<file path="config.mk">
export PLATFORM = sky130hd
export DESIGN_NAME = radio_bit_deframer
export DESIGN_NICKNAME = d
export VERILOG_FILES = /design/src/rtl/rbd_pkg.sv /design/src/rtl/rbd_crc_unit.sv /design/src/rtl/radio_bit_deframer.sv
export SDC_FILE = /design/constraint.sdc
export NUM_CORES = 1
export LEC_CHECK = 0
export BUFFER_PORTS_ARGS = -buffer_cell sky130_fd_sc_hd__buf_2
export CAP_MARGIN = 20
export CORE_AREA = 2 2 125 127
export DETAILED_ROUTE_END_ITERATION = 12
export DIE_AREA = 0 0 127 129
export GPL_ROUTABILITY_DRIVEN = 0
export PLACE_DENSITY = 0.76
export RECOVER_POWER = 50
export SYNTH_ARGS = -nofsm -noshare
export SYNTH_HDL_FRONTEND = slang
export SYNTH_HIERARCHICAL = 1
export SYNTH_SLANG_ARGS = --single-unit
</file>
<file path="constraint.sdc">
create_clock -name clk -period 4.5 [get_ports clk]
set_input_delay 0.45 -clock clk [delete_from_list [all_inputs] [get_ports clk]]
set_output_delay 0.45 -clock clk [all_outputs]
set_load 0.02 [all_outputs]
</file>
<file path="src/rtl/rbd_pkg.sv">
// ----------------------------------------------------------------------------
// rbd_pkg
// Shared types, register indexes and the CRC-16/XMODEM byte update for the
// radio bit deframer.
// ----------------------------------------------------------------------------
package rbd_pkg;

    localparam int unsigned CFG_INDEX_W = 3;
    localparam int unsigned CFG_DATA_W  = 8;

    typedef enum logic [CFG_INDEX_W-1:0] {
        CFG_NODE_ID         = 3'd0,
        CFG_BROADCAST_ID    = 3'd1,
        CFG_SYNC_FIRST      = 3'd2,
        CFG_SYNC_SECOND     = 3'd3,
        CFG_PREAMBLE_NEEDED = 3'd4,
        CFG_SYNC_WINDOW     = 3'd5
    } cfg_index_t;

    localparam logic [7:0] NODE_ID_RESET         = 8'd0;
    localparam logic [7:0] BROADCAST_ID_RESET    = 8'd255;
    localparam logic [7:0] SYNC_FIRST_RESET      = 8'h33;
    localparam logic [7:0] SYNC_SECOND_RESET     = 8'hCC;
    localparam logic [7:0] PREAMBLE_NEEDED_RESET = 8'd16;
    localparam logic [7:0] SYNC_WINDOW_RESET     = 8'd24;

    localparam logic [7:0]  LAST_BIT  = 8'd7;
    localparam logic [15:0] CRC_POLY  = 16'h1021;
    localparam logic [15:0] CRC_INIT  = 16'h0000;

    typedef struct packed {
        logic       clear;
        logic       update;
        logic       capture_low;
        logic [7:0] data;
    } crc_ctrl_t;

    function automatic logic [15:0] crc16_byte(input logic [15:0] crc,
                                               input logic [7:0]  data);
        logic [15:0] c;
        c = crc ^ {data, 8'h00};
        for (int i = 0; i < 8; i++) begin
            if (c[15])
            begin
                c = {c[14:0], 1'b0} ^ CRC_POLY;
            end
            else
            begin
                c = {c[14:0], 1'b0};
            end
        end
        return c;
    endfunction

endpackage

</file>
<file path="src/rtl/rbd_crc_unit.sv">
// ----------------------------------------------------------------------------
// rbd_crc_unit
// Running CRC-16/XMODEM over the frame header and payload, plus the holding
// register for the first (low) received CRC byte.
// ----------------------------------------------------------------------------
module rbd_crc_unit (
    input  logic              clk,
    input  logic              rst_n,
    input  rbd_pkg::crc_ctrl_t ctrl,
    output logic [15:0]       crc,
    output logic [7:0]        crc_low
);

    logic [15:0] crc_reg;
    logic [15:0] crc_next;
    logic [7:0]  crc_low_reg;
    logic [7:0]  crc_low_next;

    always_comb
    begin
        crc_next     = crc_reg;
        crc_low_next = crc_low_reg;
        if (ctrl.clear)
        begin
            crc_next     = rbd_pkg::CRC_INIT;
            crc_low_next = 8'd0;
        end
        else
        begin
            if (ctrl.update)
            begin
                crc_next = rbd_pkg::crc16_byte(crc_reg, ctrl.data);
            end
            if (ctrl.capture_low)
            begin
                crc_low_next = ctrl.data;
            end
        end
    end

    always_ff @(posedge clk or negedge rst_n)
    begin
        if (!rst_n)
        begin
            crc_reg     <= rbd_pkg::CRC_INIT;
            crc_low_reg <= 8'd0;
        end
        else
        begin
            crc_reg     <= crc_next;
            crc_low_reg <= crc_low_next;
        end
    end

    assign crc     = crc_reg;
    assign crc_low = crc_low_reg;

endmodule

</file>
<file path="src/rtl/radio_bit_deframer.sv">
// ----------------------------------------------------------------------------
// radio_bit_deframer
// Preamble hunt, two-byte sync search and frame byte assembly with a
// CRC-16/XMODEM check and destination filter, one received bit per beat.
// ----------------------------------------------------------------------------
// The block takes one beat per clock cycle while in_ready is high, and returns
// exactly one registered result beat for every input beat, in the cycle after
// it is accepted. The state update and the byte-wide CRC step sit between the
// state registers and the result register, so throughput is one beat per cycle
// whenever the result side takes its beats; the result register lets a new beat
// in while the last result is taken in the same cycle. Configuration writes land
// at once and should be made while no beat is in flight.
module radio_bit_deframer #(
    parameter int unsigned FRAME_CAPACITY = 64,
    parameter int unsigned HEADER_BYTES   = 5,
    parameter int unsigned LENGTH_POS     = 4,
    parameter int unsigned DEST_POS       = 3
) (
    input  logic                              clk,
    input  logic                              rst_n,
    input  logic                              cfg_write,
    input  logic [rbd_pkg::CFG_INDEX_W-1:0]   cfg_index,
    input  logic [rbd_pkg::CFG_DATA_W-1:0]    cfg_data,
    input  logic                              in_valid,
    output logic                              in_ready,
    input  logic                              mode,
    input  logic                              bit_value,
    output logic                              out_valid,
    input  logic                              out_ready,
    output logic                              sync_found,
    output logic                              byte_valid,
    output logic [7:0]                        byte_value,
    output logic [7:0]                        byte_index,
    output logic                              frame_done,
    output logic                              crc_ok,
    output logic                              for_this_node,
    output logic                              overflow
);

    localparam logic [7:0] CAPACITY = 8'(FRAME_CAPACITY);
    localparam logic [7:0] LEN_POS  = 8'(LENGTH_POS);
    localparam logic [7:0] DST_POS  = 8'(DEST_POS);
    localparam logic [9:0] HDR      = 10'(HEADER_BYTES);

    typedef enum logic [2:0] {
        PH_PREAMBLE,
        PH_SOF1,
        PH_SOF2,
        PH_SYNC,
        PH_DONE
    } phase_t;

    logic [7:0] node_id_reg;
    logic [7:0] broadcast_id_reg;
    logic [7:0] sync_first_reg;
    logic [7:0] sync_second_reg;
    logic [7:0] preamble_needed_reg;
    logic [7:0] sync_window_reg;

    phase_t     phase_reg, phase_next;
    logic [7:0] shift_reg, shift_next;
    logic [7:0] bit_count_reg, bit_count_next;
    logic [7:0] byte_count_reg, byte_count_next;
    logic [7:0] length_reg, length_next;
    logic [7:0] dest_reg, dest_next;

    logic       out_valid_reg, out_valid_next;
    logic       sync_found_reg, sync_found_next;
    logic       byte_valid_reg, byte_valid_next;
    logic [7:0] byte_value_reg, byte_value_next;
    logic [7:0] byte_index_reg, byte_index_next;
    logic       frame_done_reg, frame_done_next;
    logic       crc_ok_reg, crc_ok_next;
    logic       for_node_reg, for_node_next;
    logic       overflow_reg, overflow_next;

    rbd_pkg::crc_ctrl_t crc_ctrl;
    logic [15:0]        crc_value;
    logic [7:0]         crc_low_value;

    logic       accept;
    logic [7:0] shifted;
    logic [9:0] body;
    logic [9:0] bp_wide;

    rbd_crc_unit u_crc (
        .clk     (clk),
        .rst_n   (rst_n),
        .ctrl    (crc_ctrl),
        .crc     (crc_value),
        .crc_low (crc_low_value)
    );

    assign in_ready = !out_valid_reg || out_ready;
    assign accept   = in_valid && in_ready;
    assign shifted  = {shift_reg[6:0], bit_value};
    assign bp_wide  = {2'b00, byte_count_reg};

    always_comb
    begin
        phase_next      = phase_reg;
        shift_next      = shift_reg;
        bit_count_next  = bit_count_reg;
        byte_count_next = byte_count_reg;
        length_next     = length_reg;
        dest_next       = dest_reg;
        sync_found_next = 1'b0;
        byte_valid_next = 1'b0;
        byte_value_next = 8'd0;
        byte_index_next = 8'd0;
        frame_done_next = 1'b0;
        crc_ok_next     = 1'b0;
        for_node_next   = 1'b0;
        overflow_next   = 1'b0;
        crc_ctrl        = '0;
        crc_ctrl.data   = shifted;
        body            = HDR + {2'b00, length_reg};

        if (accept)
        begin
            if (mode)
            begin
                phase_next      = PH_PREAMBLE;
                bit_count_next  = preamble_needed_reg;
                byte_count_next = 8'd0;
            end
            else if (phase_reg != PH_DONE)
            begin
                shift_next = shifted;
                unique case (phase_reg)
                    PH_PREAMBLE:
                    begin
                        if (bit_count_reg != 8'd0)
                        begin
                            if (shifted[0] ^ shifted[1])
                            begin
                                bit_count_next = bit_count_reg - 8'd1;
                            end
                            else
                            begin
                                bit_count_next = preamble_needed_reg;
                            end
                        end
                        else
                        begin
                            phase_next     = PH_SOF1;
                            bit_count_next = sync_window_reg;
                        end
                    end
                    PH_SOF1:
                    begin
                        if (shifted == sync_first_reg)
                        begin
                            phase_next     = PH_SOF2;
                            bit_count_next = 8'd0;
                        end
                        else if (bit_count_reg == 8'd0)
                        begin
                            phase_next      = PH_PREAMBLE;
                            bit_count_next  = preamble_needed_reg;
                            byte_count_next = 8'd0;
                        end
                        else
                        begin
                            bit_count_next = bit_count_reg - 8'd1;
                        end
                    end
                    PH_SOF2:
                    begin
                        if (bit_count_reg == rbd_pkg::LAST_BIT)
                        begin
                            if (shifted == sync_second_reg)
                            begin
                                phase_next      = PH_SYNC;
                                bit_count_next  = 8'd0;
                                byte_count_next = 8'd0;
                                length_next     = 8'd0;
                                dest_next       = 8'd0;
                                crc_ctrl.clear  = 1'b1;
                                sync_found_next = 1'b1;
                            end
                            else
                            begin
                                phase_next      = PH_PREAMBLE;
                                bit_count_next  = preamble_needed_reg;
                                byte_count_next = 8'd0;
                            end
                        end
                        else
                        begin
                            bit_count_next = bit_count_reg + 8'd1;
                        end
                    end
                    PH_SYNC:
                    begin
                        if (bit_count_reg == rbd_pkg::LAST_BIT)
                        begin
                            bit_count_next = 8'd0;
                            if (byte_count_reg >= CAPACITY)
                            begin
                                overflow_next   = 1'b1;
                                phase_next      = PH_PREAMBLE;
                                bit_count_next  = preamble_needed_reg;
                                byte_count_next = 8'd0;
                            end
                            else
                            begin
                                byte_valid_next = 1'b1;
                                byte_value_next = shifted;
                                byte_index_next = byte_count_reg;
                                if (byte_count_reg == LEN_POS)
                                begin
                                    length_next = shifted;
                                end
                                if (byte_count_reg == DST_POS)
                                begin
                                    dest_next = shifted;
                                end
                                body = HDR + {2'b00, length_next};
                                if (bp_wide < body)
                                begin
                                    crc_ctrl.update = 1'b1;
                                end
                                else if (bp_wide == body)
                                begin
                                    crc_ctrl.capture_low = 1'b1;
                                end
                                if ((bp_wide > HDR) && (bp_wide == body + 10'd1))
                                begin
                                    frame_done_next = 1'b1;
                                    crc_ok_next = ({shifted, crc_low_value} == crc_value);
                                    for_node_next = (dest_next == node_id_reg)
                                        || (dest_next == broadcast_id_reg);
                                    phase_next = PH_DONE;
                                end
                                byte_count_next = byte_count_reg + 8'd1;
                            end
                        end
                        else
                        begin
                            bit_count_next = bit_count_reg + 8'd1;
                        end
                    end
                    default:
                    begin
                        phase_next = phase_reg;
                    end
                endcase
            end
        end

        out_valid_next = out_valid_reg && !out_ready;
        if (accept)
        begin
            out_valid_next = 1'b1;
        end
    end

    always_ff @(posedge clk or negedge rst_n)
    begin
        if (!rst_n)
        begin
            node_id_reg         <= rbd_pkg::NODE_ID_RESET;
            broadcast_id_reg    <= rbd_pkg::BROADCAST_ID_RESET;
            sync_first_reg      <= rbd_pkg::SYNC_FIRST_RESET;
            sync_second_reg     <= rbd_pkg::SYNC_SECOND_RESET;
            preamble_needed_reg <= rbd_pkg::PREAMBLE_NEEDED_RESET;
            sync_window_reg     <= rbd_pkg::SYNC_WINDOW_RESET;
            phase_reg           <= PH_PREAMBLE;
            shift_reg           <= 8'd0;
            bit_count_reg       <= rbd_pkg::PREAMBLE_NEEDED_RESET;
            byte_count_reg      <= 8'd0;
            length_reg          <= 8'd0;
            dest_reg            <= 8'd0;
            out_valid_reg       <= 1'b0;
            sync_found_reg      <= 1'b0;
            byte_valid_reg      <= 1'b0;
            byte_value_reg      <= 8'd0;
            byte_index_reg      <= 8'd0;
            frame_done_reg      <= 1'b0;
            crc_ok_reg          <= 1'b0;
            for_node_reg        <= 1'b0;
            overflow_reg        <= 1'b0;
        end
        else
        begin
            if (cfg_write)
            begin
                unique case (rbd_pkg::cfg_index_t'(cfg_index))
                    rbd_pkg::CFG_NODE_ID:         node_id_reg         <= cfg_data;
                    rbd_pkg::CFG_BROADCAST_ID:    broadcast_id_reg    <= cfg_data;
                    rbd_pkg::CFG_SYNC_FIRST:      sync_first_reg      <= cfg_data;
                    rbd_pkg::CFG_SYNC_SECOND:     sync_second_reg     <= cfg_data;
                    rbd_pkg::CFG_PREAMBLE_NEEDED: preamble_needed_reg <= cfg_data;
                    rbd_pkg::CFG_SYNC_WINDOW:     sync_window_reg     <= cfg_data;
                    default:
                    begin
                        node_id_reg <= node_id_reg;
                    end
                endcase
            end
            phase_reg      <= phase_next;
            shift_reg      <= shift_next;
            bit_count_reg  <= bit_count_next;
            byte_count_reg <= byte_count_next;
            length_reg     <= length_next;
            dest_reg       <= dest_next;
            out_valid_reg  <= out_valid_next;
            if (accept)
            begin
                sync_found_reg <= sync_found_next;
                byte_valid_reg <= byte_valid_next;
                byte_value_reg <= byte_value_next;
                byte_index_reg <= byte_index_next;
                frame_done_reg <= frame_done_next;
                crc_ok_reg     <= crc_ok_next;
                for_node_reg   <= for_node_next;
                overflow_reg   <= overflow_next;
            end
        end
    end

    assign out_valid     = out_valid_reg;
    assign sync_found    = sync_found_reg;
    assign byte_valid    = byte_valid_reg;
    assign byte_value    = byte_value_reg;
    assign byte_index    = byte_index_reg;
    assign frame_done    = frame_done_reg;
    assign crc_ok        = crc_ok_reg;
    assign for_this_node = for_node_reg;
    assign overflow      = overflow_reg;

endmodule

</file>
==> results.json <==
{
  "status": "finished, violations left",
  "violations": "max-capacitance violations, max-slew violations",
  "dieArea_mm2": 0.0164,
  "fin_hold_ws_ns": 0.233,
  "drtIter0Drc": 652,
  "slew_headroom": -0.691,
  "drc": 0,
  "cp_data_arrival_time_ns": 4.68,
  "placementRows": 45,
  "grtUsageMet3": 0.0553,
  "antennaDiodeCount": 0,
  "seq_area_frac_synth": 0.419,
  "clk_pin_slew_ns": 0.07,
  "setup_violations": 0,
  "io_pins": 42,
  "vdd_drop_max_v": 0.000428,
  "synth_top_area_share": 0.355,
  "r2r_end": "phase_reg[2]$_DFFE_PN0P_",
  "wirelength_mm": 20.9,
  "power.density_mw_per_mm2": 501,
  "endpoint": "phase_reg[2]$_DFFE_PN0P_",
  "post-synth-top-count-cell": "dfrtp_1",
  "synth_edf_count": 0,
  "detail_route.vias_per_cell": 6.28,
  "post_dp_cell_area_mm2": 0.00879,
  "yosys-top-cells-area": "dfrtp_1, mux2_2, dfstp_2, xnor2_1, mux2i_1",
  "ys_warn_count": 6,
  "largest_register_ffs": 16,
  "htree_levels": 4,
  "io_buffers": 41,
  "seqCellArea_mm2": 0.00345,
  "syn_avg_cell_area_um2": 10.4,
  "chipWidth_um": 127,
  "finalCriticalPeriod_ns": 4.32,
  "final_area_mm2": 0.00944,
  "drive_gt1_frac": 0.244,
  "grt_pass1_vias": 6395,
  "cp-startpoint": "byte_count_reg[5]$_DFFE_PN0P_",
  "clock_skew_ns": 0.00985,
  "post-route-period-util": 0.960,
  "grt_use_met2": 0.431,
  "grt_max_degree": 103,
  "crit_path_end_kind": "flip-flop",
  "power.leakage_nw": 4.09,
  "fillers": 1171,
  "clock_latency_ns": 0.44,
  "r2r_slack_ns": 0.18,
  "multiInputGateArea_mm2": 0.00459,
  "cts_tree": "built",
  "critPathKind": "reg -> reg",
  "coreArea_mm2": 0.0150,
  "fmaxAchievable_mhz": 231,
  "drv_slew": 103,
  "drtPass1Iterations": 6,
  "r2r_start": "byte_count_reg[5]$_DFFE_PN0P_",
  "ys_types": 74,
  "grt_overflow_total": 0,
  "numCtsBuffers": 17,
  "dpl.hpwl_mm": 14.5,
  "wl_per_cell_um": 20.1,
  "drv_cap": 1,
  "syn_area_mm2": 0.00824,
  "start_util": 0.550,
  "clockBufferDepth": 2,
  "ys.flop_type": "dfrtp_1",
  "start_kind": "flip-flop",
  "finalHoldViolations": 0,
  "cts_setup_buffers": 0,
  "root_buffer": "clkbuf_16",
  "syn_to_final_growth_pct": 14.5,
  "die_y_um": 129,
  "grt_pass1_wl_mm": 33.5,
  "worst-path-max-fanout": 13,
  "tightest_slew_ns": 2.54,
  "fin_nets": 875,
  "reg2reg_depth": 14,
  "ys_seq_elements": 137,
  "async_flop_share": 1.00,
  "ant_nets": 0,
  "synth_top_cell_by_area": "dfrtp_1",
  "cts.sinks": 137,
  "syn-num-nets": 824,
  "grt.busiest_layer": "met2",
  "vias": 6540,
  "required_ns": 4.86,
  "yosys-top-cells-count": "dfrtp_1, nand2_1, xnor2_1",
  "use_met1": 0.346,
  "grt_antenna_before_repair": 0,
  "netlist_instances": 789,
  "hold_path.class": "in -> reg",
  "grt.total_usage": 0.263
}
kinds of logic (layout without fill, tap and decap cells):
group                      Yosys count  count (layout)  synth area share
and+or+nand+nor                    219             219             0.139
AOI/OAI and AO/OA                  173             173             0.145
DFF                                137             137             0.419
xor gates and xnor gates            99              99             0.129
muxes                               84              84             0.111
buffers and inverters               60             124            0.0313
adders and majority gates           17              17            0.0258
worst max-delay path, stage by stage (launching register included):
cell and delay (ns):
dfrtp_1 0.38, or3_4 0.39, nor3_2 0.17, buf_4 0.17, mux2i_2 0.24, inv_1 0.12, ha_2 0.29, or3b_2 0.47
a211oi_1 0.29, mux2i_2 0.22, nor4_4 0.20, xnor2_1 0.14, or4_4 0.47, or4_1 0.58, a22oi_2 0.13
stage by stage:
stage | utilization | total power [mW] | instances | worst slack [ns] | setup TNS, ns
4_1_cts | 0.630 | 4.71 | 1041 | 0.0852 | 0
5_1_grt | 0.630 | 4.94 | 1041 | -0.0102 | -0.0102
3_5_place_dp | 0.587 | 3.21 | 1009 | 0.00165 | 0
6_report | 0.630 | 4.73 | 1041 | 0.180 | 0
2_1_floorplan | - | 2.82 | 789 | 0.0220 | 0
3_3_place_gp | 0.587 | 3.16 | 1008 | 0.0692 | 0
power breakdown:
part           leakage, nW  switching [mW]  internal, mW
clock                0.309           0.632         0.852
sequential            1.76           0.260          1.44
combinational         2.03           0.816         0.728
total                 4.09            1.71          3.02
layout make-up:
cell class / count / area share
multi-input combinational: 592 / 0.487
inverter: 14 / 0.00557
tap: 188 / 0.0249
sequential: 137 / 0.366
clock buffer: 17 / 0.0451
clock inverter: 15 / 0.0219
timing repair buffer: 78 / 0.0501
worst min-delay path by stage:
stage	from	to	slack, ns	cells after the start
2_1_floorplan	rst_n	bit_count_reg[0]$_DFFE_PN0P_	0.15	0
3_3_place_gp	byte_valid$_DFFE_PN0P_	byte_valid$_DFFE_PN0P_	0.45	2
3_5_place_dp	byte_valid$_DFFE_PN0P_	byte_valid$_DFFE_PN0P_	0.46	2
4_1_cts	rst_n	bit_count_reg[1]$_DFFE_PN0P_	0.17	1
5_1_grt	in_valid	out_valid$_DFF_PN0_	0.25	2
6_report	in_valid	out_valid$_DFF_PN0_	0.23	2
placed cells by master (no fill, tap or decap), types with 4 or more instances in the layout:
cell and n:
inv_8 4, xnor3_1 7, buf_2 39, nor2b_1 5
and3_1 7, a21oi_1 22, o21a_1 7, or3_1 5
o22ai_1 7, o21ai_0 43, nand2_1 56, a211oi_1 16
nand2b_1 15, xnor2_1 56, nor3_1 9, mux2i_1 25
clkbuf_1 6, clkbuf_16 17, nand4_1 13, inv_1 13
o31ai_1 9, and2_1 5, nor2_1 48, nand3_1 16
dfstp_2 20, ha_1 15, o21ai_1 5, nor4_1 11
a22o_1 26, mux2_2 53, buf_4 30, dfrtp_1 117
mux2i_2 4, o221ai_1 5, xor2_1 28, xor3_1 4
layer usage:
metal | up-vias | share of wire | wire [um]
met3 | 49 | 0.068 | 1430
met5 | - | 0 | 0
met1 | 3254 | 0.42 | 8900
met4 | 0 | 0.025 | 519
li1 | 2966 | - | -
met2 | 271 | 0.48 | 10100
what timing repair did:
action	4_1_cts	5_1_grt
cloned	0	0
hold buffers	0	0
endpoints found under the setup margin	10	22
resized for setup	2	9
pin swaps	0	1
No activity file was read; power rests on OpenSTA's default activity.
